### src/rtl/sha_pkg.sv
// ---------------------------------------------------------------------------
// sha_pkg
// Types, constants and tables shared by the SHA-256 stream hasher.
// ---------------------------------------------------------------------------
`default_nettype none

package sha_pkg;

   typedef logic [31:0]      word_type;
   typedef logic [7:0][31:0] hash_set_type;

   // Input beat: one byte or a finish request.
   typedef struct packed {
      logic       action;
      logic [7:0] data_byte;
   } req_type;

   // Output beat: one digest word.
   typedef struct packed {
      logic [31:0] digest_word;
      logic [2:0]  word_index;
      logic        last_word;
   } rsp_type;

   typedef enum logic [2:0] {
      ST_IDLE,
      ST_PAD,
      ST_LOAD,
      ST_ROUND,
      ST_ADD,
      ST_EMIT
   } state_type;

   localparam logic ACT_ABSORB = 1'b0;
   localparam logic ACT_FINISH = 1'b1;

   localparam logic [5:0] BLOCK_LAST  = 6'd63;
   localparam logic [5:0] LEN_POS     = 6'd56;
   localparam logic [5:0] ROUND_LAST  = 6'd63;
   localparam logic [7:0] PAD_BYTE    = 8'h80;
   localparam logic [7:0] ZERO_BYTE   = 8'h00;
   localparam logic [2:0] DIGEST_LAST = 3'd7;

   // Control from the sequencer to the message schedule.
   typedef struct packed {
      logic        put_byte;
      logic        put_len;
      logic        shift;
      logic [5:0]  pos;
      logic [7:0]  data;
      logic [60:0] count;
   } sched_ctl_type;

   // Control from the sequencer to the round core.
   typedef struct packed {
      logic init_h;
      logic load;
      logic round;
      logic add;
   } core_ctl_type;

   // H7 first so that element k holds Hk.
   localparam hash_set_type HASH_INIT = {
      32'h5be0cd19, 32'h1f83d9ab, 32'h9b05688c, 32'h510e527f,
      32'ha54ff53a, 32'h3c6ef372, 32'hbb67ae85, 32'h6a09e667
   };

   localparam word_type ROUND_K [64] = '{
      32'h428a2f98, 32'h71374491, 32'hb5c0fbcf, 32'he9b5dba5,
      32'h3956c25b, 32'h59f111f1, 32'h923f82a4, 32'hab1c5ed5,
      32'hd807aa98, 32'h12835b01, 32'h243185be, 32'h550c7dc3,
      32'h72be5d74, 32'h80deb1fe, 32'h9bdc06a7, 32'hc19bf174,
      32'he49b69c1, 32'hefbe4786, 32'h0fc19dc6, 32'h240ca1cc,
      32'h2de92c6f, 32'h4a7484aa, 32'h5cb0a9dc, 32'h76f988da,
      32'h983e5152, 32'ha831c66d, 32'hb00327c8, 32'hbf597fc7,
      32'hc6e00bf3, 32'hd5a79147, 32'h06ca6351, 32'h14292967,
      32'h27b70a85, 32'h2e1b2138, 32'h4d2c6dfc, 32'h53380d13,
      32'h650a7354, 32'h766a0abb, 32'h81c2c92e, 32'h92722c85,
      32'ha2bfe8a1, 32'ha81a664b, 32'hc24b8b70, 32'hc76c51a3,
      32'hd192e819, 32'hd6990624, 32'hf40e3585, 32'h106aa070,
      32'h19a4c116, 32'h1e376c08, 32'h2748774c, 32'h34b0bcb5,
      32'h391c0cb3, 32'h4ed8aa4a, 32'h5b9cca4f, 32'h682e6ff3,
      32'h748f82ee, 32'h78a5636f, 32'h84c87814, 32'h8cc70208,
      32'h90befffa, 32'ha4506ceb, 32'hbef9a3f7, 32'hc67178f2
   };

endpackage

`default_nettype wire

### src/rtl/sha_sched.sv
// ---------------------------------------------------------------------------
// sha_sched
// 16-word message block store and rolling message schedule.
// ---------------------------------------------------------------------------
`default_nettype none

module sha_sched (
   input  wire logic                   clock,
   input  wire sha_pkg::sched_ctl_type ctl,
   output sha_pkg::word_type           w_out
);
   import sha_pkg::*;

   word_type w_ff [16];
   word_type w_in [16];

   function automatic word_type sig0(input word_type x);
      return {x[6:0], x[31:7]} ^ {x[17:0], x[31:18]} ^ (x >> 3);
   endfunction

   function automatic word_type sig1(input word_type x);
      return {x[16:0], x[31:17]} ^ {x[18:0], x[31:19]} ^ (x >> 10);
   endfunction

   always_comb begin
      logic [3:0] wsel;
      logic [1:0] lane;
      word_type   next_w;
      wsel   = ctl.pos[5:2];
      lane   = ctl.pos[1:0];
      next_w = sig1(w_ff[14]) + w_ff[9] + sig0(w_ff[1]) + w_ff[0];
      w_in   = w_ff;
      if (ctl.shift) begin
         // w[0] always holds the word of the current round
         for (int i = 0; i < 15; i++) begin
            w_in[i] = w_ff[i + 1];
         end
         w_in[15] = next_w;
      end else if (ctl.put_len) begin
         w_in[14] = ctl.count[60:29];
         w_in[15] = {ctl.count[28:0], 3'b000};
      end else if (ctl.put_byte) begin
         // bytes of a word arrive in order; the first one clears the rest
         case (lane)
            2'd0:    w_in[wsel]        = {ctl.data, 24'h000000};
            2'd1:    w_in[wsel][23:16] = ctl.data;
            2'd2:    w_in[wsel][15:8]  = ctl.data;
            default: w_in[wsel][7:0]   = ctl.data;
         endcase
      end
   end

   always_ff @(posedge clock) begin
      w_ff <= w_in;
   end

   assign w_out = w_ff[0];

endmodule

`default_nettype wire

### src/rtl/sha_core.sv
// ---------------------------------------------------------------------------
// sha_core
// Shared round unit: working variables a..h, hash words and add-back.
// ---------------------------------------------------------------------------
`default_nettype none

module sha_core (
   input  wire logic                  clock,
   input  wire logic                  reset,
   input  wire sha_pkg::core_ctl_type ctl,
   input  wire logic [5:0]            round_idx,
   input  wire sha_pkg::word_type     w,
   output sha_pkg::hash_set_type      hash
);
   import sha_pkg::*;

   hash_set_type hash_ff, hash_in;
   hash_set_type var_ff, var_in;   // element 0 is a, element 7 is h

   always_comb begin
      word_type a, b, c, e, f, g, h;
      word_type s0, s1, ch, maj, t1, t2;
      a   = var_ff[0];
      b   = var_ff[1];
      c   = var_ff[2];
      e   = var_ff[4];
      f   = var_ff[5];
      g   = var_ff[6];
      h   = var_ff[7];
      s1  = {e[5:0], e[31:6]} ^ {e[10:0], e[31:11]} ^ {e[24:0], e[31:25]};
      ch  = g ^ (e & (f ^ g));
      t1  = h + s1 + ch + ROUND_K[round_idx] + w;
      s0  = {a[1:0], a[31:2]} ^ {a[12:0], a[31:13]} ^ {a[21:0], a[31:22]};
      maj = (a & b) | (c & (a | b));
      t2  = s0 + maj;

      var_in = var_ff;
      if (ctl.load) begin
         var_in = hash_ff;
      end else if (ctl.round) begin
         var_in[7] = var_ff[6];
         var_in[6] = var_ff[5];
         var_in[5] = var_ff[4];
         var_in[4] = var_ff[3] + t1;
         var_in[3] = var_ff[2];
         var_in[2] = var_ff[1];
         var_in[1] = var_ff[0];
         var_in[0] = t1 + t2;
      end

      hash_in = hash_ff;
      if (ctl.add) begin
         for (int i = 0; i < 8; i++) begin
            hash_in[i] = hash_ff[i] + var_ff[i];
         end
      end else if (ctl.init_h) begin
         hash_in = HASH_INIT;
      end
   end

   always_ff @(posedge clock) begin
      if (reset) begin
         hash_ff <= HASH_INIT;
      end else begin
         hash_ff <= hash_in;
      end
   end

   always_ff @(posedge clock) begin
      var_ff <= var_in;
   end

   assign hash = hash_ff;

endmodule

`default_nettype wire

### src/rtl/sha256_stream_hasher_top.sv
// Absorb beat: one byte; a beat that fills the block adds load, 64 rounds and add.
// Finish beat: padding writes one byte per cycle up to offset 56, then the length,
//   then one compression (two when fewer than 8 bytes remain), then 8 digest beats.
// Sustained rate is set by the single shared round unit; input stalls while it runs.
// Synchronous active-high reset loads the initial hash values and clears counters;
// no clearing pass is needed and the block is ready in the first cycle after reset.
// ---------------------------------------------------------------------------
// sha256_stream_hasher_top
// SHA-256 over a byte stream with iterative round core and small sequencer.
// ---------------------------------------------------------------------------
`default_nettype none

module sha256_stream_hasher_top (
   input  wire logic             clock,
   input  wire logic             reset,
   input  wire logic             req_valid,
   output logic                  req_stall,
   input  wire sha_pkg::req_type req_data,
   output logic                  rsp_valid,
   input  wire logic             rsp_stall,
   output sha_pkg::rsp_type      rsp_data
);
   import sha_pkg::*;

   // Sequencer state.
   state_type   state_ff, state_in;
   logic [5:0]  fill_ff, fill_in;        // byte offset in current block
   logic [60:0] count_ff, count_in;      // message length in bytes, saturating
   logic [5:0]  round_ff, round_in;
   logic [2:0]  idx_ff, idx_in;          // digest word being sent
   logic        pad_ff, pad_in;          // finishing a message
   logic        last_blk_ff, last_blk_in; // current compression is the final one

   // Output register.
   logic        rsp_valid_ff, rsp_valid_in;
   rsp_type     rsp_data_ff, rsp_data_in;
   logic        rsp_load;

   sched_ctl_type sched_ctl;
   core_ctl_type  core_ctl;
   word_type      sched_w;
   hash_set_type  hash;

   sha_sched u_sched (
      .clock (clock),
      .ctl   (sched_ctl),
      .w_out (sched_w)
   );

   sha_core u_core (
      .clock     (clock),
      .reset     (reset),
      .ctl       (core_ctl),
      .round_idx (round_ff),
      .w         (sched_w),
      .hash      (hash)
   );

   // Next state.
   always_comb begin
      state_in = state_ff;
      case (state_ff)
         ST_IDLE: begin
            if (req_valid) begin
               if (fill_ff == BLOCK_LAST) begin
                  state_in = ST_LOAD;            // this beat completes a block
               end else if (req_data.action == ACT_FINISH) begin
                  state_in = ST_PAD;
               end
            end
         end
         ST_PAD: begin
            if (fill_ff == LEN_POS || fill_ff == BLOCK_LAST) begin
               state_in = ST_LOAD;
            end
         end
         ST_LOAD: begin
            state_in = ST_ROUND;
         end
         ST_ROUND: begin
            if (round_ff == ROUND_LAST) begin
               state_in = ST_ADD;
            end
         end
         ST_ADD: begin
            if (last_blk_ff) begin
               state_in = ST_EMIT;
            end else if (pad_ff) begin
               state_in = ST_PAD;                // extra block done, keep padding
            end else begin
               state_in = ST_IDLE;
            end
         end
         ST_EMIT: begin
            if (rsp_load && idx_ff == DIGEST_LAST) begin
               state_in = ST_IDLE;
            end
         end
         default: begin
            state_in = ST_IDLE;
         end
      endcase
   end

   // Sequencer outputs and counter updates.
   always_comb begin
      req_stall   = 1'b1;
      sched_ctl   = '0;
      core_ctl    = '0;
      rsp_load    = 1'b0;
      fill_in     = fill_ff;
      count_in    = count_ff;
      round_in    = round_ff;
      idx_in      = idx_ff;
      pad_in      = pad_ff;
      last_blk_in = last_blk_ff;
      sched_ctl.pos = fill_ff;
      case (state_ff)
         ST_IDLE: begin
            req_stall = 1'b0;
            if (req_valid) begin
               sched_ctl.put_byte = 1'b1;
               sched_ctl.data     = (req_data.action == ACT_FINISH) ? PAD_BYTE
                                                                    : req_data.data_byte;
               fill_in     = fill_ff + 6'd1;     // wraps to 0 at end of block
               pad_in      = req_data.action;
               last_blk_in = 1'b0;
               if (req_data.action == ACT_ABSORB && !(&count_ff)) begin
                  count_in = count_ff + 61'd1;
               end
            end
         end
         ST_PAD: begin
            if (fill_ff == LEN_POS) begin
               // bit length goes into the last two words
               sched_ctl.put_len = 1'b1;
               sched_ctl.count   = count_ff;
               count_in    = '0;
               fill_in     = '0;
               last_blk_in = 1'b1;
            end else begin
               sched_ctl.put_byte = 1'b1;
               sched_ctl.data     = ZERO_BYTE;
               fill_in            = fill_ff + 6'd1;
            end
         end
         ST_LOAD: begin
            core_ctl.load = 1'b1;
            round_in      = '0;
         end
         ST_ROUND: begin
            core_ctl.round  = 1'b1;
            sched_ctl.shift = 1'b1;
            round_in        = round_ff + 6'd1;
         end
         ST_ADD: begin
            core_ctl.add = 1'b1;
         end
         ST_EMIT: begin
            rsp_load = !rsp_valid_ff || !rsp_stall;
            if (rsp_load) begin
               idx_in = idx_ff + 3'd1;
               if (idx_ff == DIGEST_LAST) begin
                  // last digest word loaded into the output register: restart for the next message
                  core_ctl.init_h = 1'b1;
                  pad_in          = 1'b0;
                  last_blk_in     = 1'b0;
               end
            end
         end
         default: begin
            req_stall = 1'b1;
         end
      endcase
   end

   always_ff @(posedge clock) begin
      if (reset) begin
         state_ff    <= ST_IDLE;
         fill_ff     <= '0;
         count_ff    <= '0;
         round_ff    <= '0;
         idx_ff      <= '0;
         pad_ff      <= 1'b0;
         last_blk_ff <= 1'b0;
      end else begin
         state_ff    <= state_in;
         fill_ff     <= fill_in;
         count_ff    <= count_in;
         round_ff    <= round_in;
         idx_ff      <= idx_in;
         pad_ff      <= pad_in;
         last_blk_ff <= last_blk_in;
      end
   end

   // Output register: holds one beat while the sink stalls.
   assign rsp_valid_in = rsp_load || (rsp_valid_ff && rsp_stall);

   assign rsp_data_in.digest_word = hash[idx_ff];
   assign rsp_data_in.word_index  = idx_ff;
   assign rsp_data_in.last_word   = (idx_ff == DIGEST_LAST);

   always_ff @(posedge clock) begin
      if (reset) begin
         rsp_valid_ff <= 1'b0;
      end else begin
         rsp_valid_ff <= rsp_valid_in;
      end
   end

   always_ff @(posedge clock) begin
      if (rsp_load) begin
         rsp_data_ff <= rsp_data_in;
      end
   end

   assign rsp_valid = rsp_valid_ff;
   assign rsp_data  = rsp_data_ff;

endmodule

`default_nettype wire

### config.mk
export PLATFORM = sky130hd
export DESIGN_NAME = sha256_stream_hasher_top
export DESIGN_NICKNAME = d
export VERILOG_FILES = /design/src/rtl/sha_pkg.sv /design/src/rtl/sha_sched.sv /design/src/rtl/sha_core.sv /design/src/rtl/sha256_stream_hasher_top.sv
export SDC_FILE = /design/constraint.sdc
export NUM_CORES = 2
export LEC_CHECK = 0
export ABC_CLOCK_PERIOD_IN_PS = 20600
export CORE_ASPECT_RATIO = 1.4
export CORE_MARGIN = 4
export CORE_UTILIZATION = 30
export CTS_CLUSTER_SIZE = 14
export DETAILED_ROUTE_END_ITERATION = 10
export DONT_BUFFER_PORTS = 1
export GPL_TIMING_DRIVEN = 0
export SETUP_SLACK_MARGIN = 0.3
export SLEW_MARGIN = 20
export SYNTH_ARGS = -nofsm -noshare
export SYNTH_HDL_FRONTEND = slang
export SYNTH_SLANG_ARGS = --single-unit
export TNS_END_PERCENT = 30
### constraint.sdc
create_clock -name clock -period 20.6 [get_ports clock]
set_input_delay 3.09 -clock clock [delete_from_list [all_inputs] [get_ports clock]]
set_output_delay 3.09 -clock clock [all_outputs]
set_load 0.01 [all_outputs]
==> flow_summary.yaml <==
drt:
  dr.pass1.iters: 7
  drtAntennaViolNets: 0
  num_vias: 74200
  first_iter_violations: 7673
  remaining_drc_errors: 0
  routedWlPerCell_um: 28.7
  routed_wl_um: 373000
  vias_per_cell: 5.70
critical_path:
  crit_path_end_kind: "flip-flop"
  critPathRequiredTime_ps: 21120
  rrSetupSlack_ps: 8090
  worstRegToRegCells: 38
  timing.rr.end: "u_core.var_ff[30]$_DFFE_PP_"
  critPathArrivalTime_ps: 13020
  worstPathMaxFanout: 15
  cp_slowest_cell: "a31oi_1"
  cp_slowest_stage_delay_ps: 970
  worstReg2RegStart: "round_ff[0]$_SDFFE_PP0P_"
  cp-start-kind: "flip-flop"
  critPathKind: "flip-flop to flip-flop"
cts:
  clk_pin_slew_ps: 60
  post_cts_resized: 0
  clock_latency_ps: 860
  clock_sinks: 1142
  cts-hold-fix-buffers: 0
  numCtsBuffers: 147
  h-tree-depth: 4
  cts_tree: "built"
  clockBufferDepth: 4
  cts_setup_buffers: 0
  cts_root_buffer: "clkbuf_16"
sta:
  rsz0062_at_grt: "false"
  fin_crit_sh_pct: 60.7
  drv_slew: 0
  fin_crit_ps: 12510
  setup_ws_ps: 8090
  max_slew_margin_pct: 15.1
  setup_viol: 0
  tightest_slew_ps: 1270
  final-hold-violation-count: 0
  max_clock_freq_mhz: 80.0
  clock_skew_ps: 75.1
final_layout:
  nets: 9957
  layout.cells.non_filler: 13000
  drive_gt1_share_pct: 4.70
  fin_util_pct: 33.8
  final_area_um2: 91700
  area.growth.synth_to_final_pct: 11.8
floorplan:
  ios: 51
  die_h_um: 627
  dieWidth_um: 450
  dieArea_um2: 282000
  start_util_pct: 30.2
  coreArea_um2: 271000
  rows: 226
run:
  maxCapViolCount: 0
worst_hold_path:
  hold_path_depth: 2
  min_to: "u_core.hash[63]$_SDFFE_PP1P_"
  worstHoldStart: "u_core.hash[63]$_SDFFE_PP1P_"
  hp-class: "flip-flop to flip-flop"
synth:
  syn_nets: 9781
  yosysUniqueCellTypes: 85
  yosysWarnings: 0
  synth_area_per_cell_um2: 8.94
  synth_edf_count: 804
  synthCells: 9174
  syn_area_um2: 82000
  synthFlopType: "edfxtp_1"
  async_reset_ff_share_pct: 0
  seq_area_frac_synth_pct: 37.7
  ys_ff_latch: 1142
placed_design:
  pre_cts_ws_ps: 8320
  io_buffers: 0
  routabilityCongestion: 1.05
  placed_cell_area_um2: 87100
  place_inst: 12700
  hpwl_um: 290000
global_routing:
  grt_max_degree: 83
  overflow: 0
  grt_pass1_wl_um: 525000
  antenna_found_initial: 10
  grt_usage_pct: 25.4
  grt_pass1_vias: 73700
status:
  outcome: "finished clean"
## final cells by class
class	instances	area, µm²
Fill cell	28500	180000
Sequential cell	1142	30900
Tap cell	3534	4420
Multi-Input combinational cell	7039	47400
Clock inverter	60	452
Timing Repair Buffer	27	613
Antenna cell	12	30.0
Clock buffer	199	4040
Inverter	328	1240
Buffer	665	2550
## logic make-up (layout without fill, tap and decap cells)
logic type	after synthesis	after routing	synth area share, %
XOR/XNOR	636	636	6.79
adder cells (fa/ha/maj)	597	597	10.9
buffers and inverters	993	1279	4.56
multiplexers	147	147	2.96
flip-flops	1142	1142	37.7
AND/OR/NAND/NOR	2763	2763	14.6
AO/OA/AOI/OAI	2896	2896	22.5
other	0	12	0
## synth_stat cells, drive strengths merged (109+ instances only)
cell | count | share of area, %
ha | 399 | 6.1
nand3 | 109 | 0.67
inv | 324 | 1.5
a22oi | 412 | 3.8
fa | 195 | 4.8
o21ai | 820 | 5.0
a21o | 432 | 4.0
nand2b | 175 | 1.3
nand2 | 1427 | 6.5
xnor2 | 388 | 4.1
o22ai | 110 | 0.84
a21oi | 567 | 3.5
and3 | 129 | 0.98
nor2 | 649 | 3.0
clkbuf | 593 | 2.7
dfxtp | 338 | 8.3
xor2 | 248 | 2.6
edfxtp | 804 | 29
## metrics by stage
| step | TNS, ps | hold WS [ps] |
|---|---|---|
| after floorplan | 0 | 435 |
| after global placement | -1991650 | 461 |
| after detailed placement | 0 | 469 |
| after CTS | 0 | 477 |
| after global routing | 0 | 524 |
| final | 0 | 478 |
## per-layer routing
metal | global-route usage, % | vias up | share of wire (%)
li1 | - | 33400 | -
met1 | 26.8 | 35800 | 35
met2 | 43.5 | 3662 | 47
met3 | 4.42 | 1350 | 7.1
met4 | 22.9 | 2 | 11
met5 | 0 | - | 0.0035
## critical path: cells and delay by family (launching register included)
kind / cells / cell delay, ps
AO/OA/AOI/OAI: 15 / 4350
XOR/XNOR: 2 / 500
adder cells (fa/ha/maj): 8 / 3440
buffers and inverters: 9 / 2300
flip-flops: 1 / 680
AND/OR/NAND/NOR: 4 / 920
## worst max-delay path by stage
stage                                   startpoint                          end
after global routing      round_ff[0]$_SDFFE_PP0P_  u_core.var_ff[30]$_DFFE_PP_
after detailed placement  round_ff[0]$_SDFFE_PP0P_  u_core.var_ff[30]$_DFFE_PP_
after CTS                 round_ff[0]$_SDFFE_PP0P_  u_core.var_ff[30]$_DFFE_PP_
after global placement    state_ff[0]$_SDFFE_PP0P_  u_sched.w_ff[211]$_DFFE_PP_
final                     round_ff[0]$_SDFFE_PP0P_  u_core.var_ff[30]$_DFFE_PP_
after floorplan                          req_valid  u_sched.w_ff[104]$_DFFE_PP_
## state kept, by name (all words and copies together) (netlist names), 6 cells and up
register,cells
u_sched.w_out,32
round_ff,6
fill_ff,6
count_ff,61
u_sched.w_ff,480
rsp_data,36
u_core.var_ff,256
u_core.hash,256
## layout by cell type (no fill, tap or decap), drive strengths merged, types with 195 or more instances in the layout
| cell type | n |
|---|---|
| xor2 | 248 |
| clkbuf | 792 |
| a21o | 432 |
| nand2 | 1427 |
| edfxtp | 804 |
| xnor2 | 388 |
| a22oi | 412 |
| ha | 399 |
| a21oi | 567 |
| nor2 | 649 |
| inv | 329 |
| dfxtp | 338 |
| fa | 195 |
| o21ai | 820 |
Power is not shown: default switching activity piles up to over one toggle a cycle in this logic, so the estimate is an artifact.
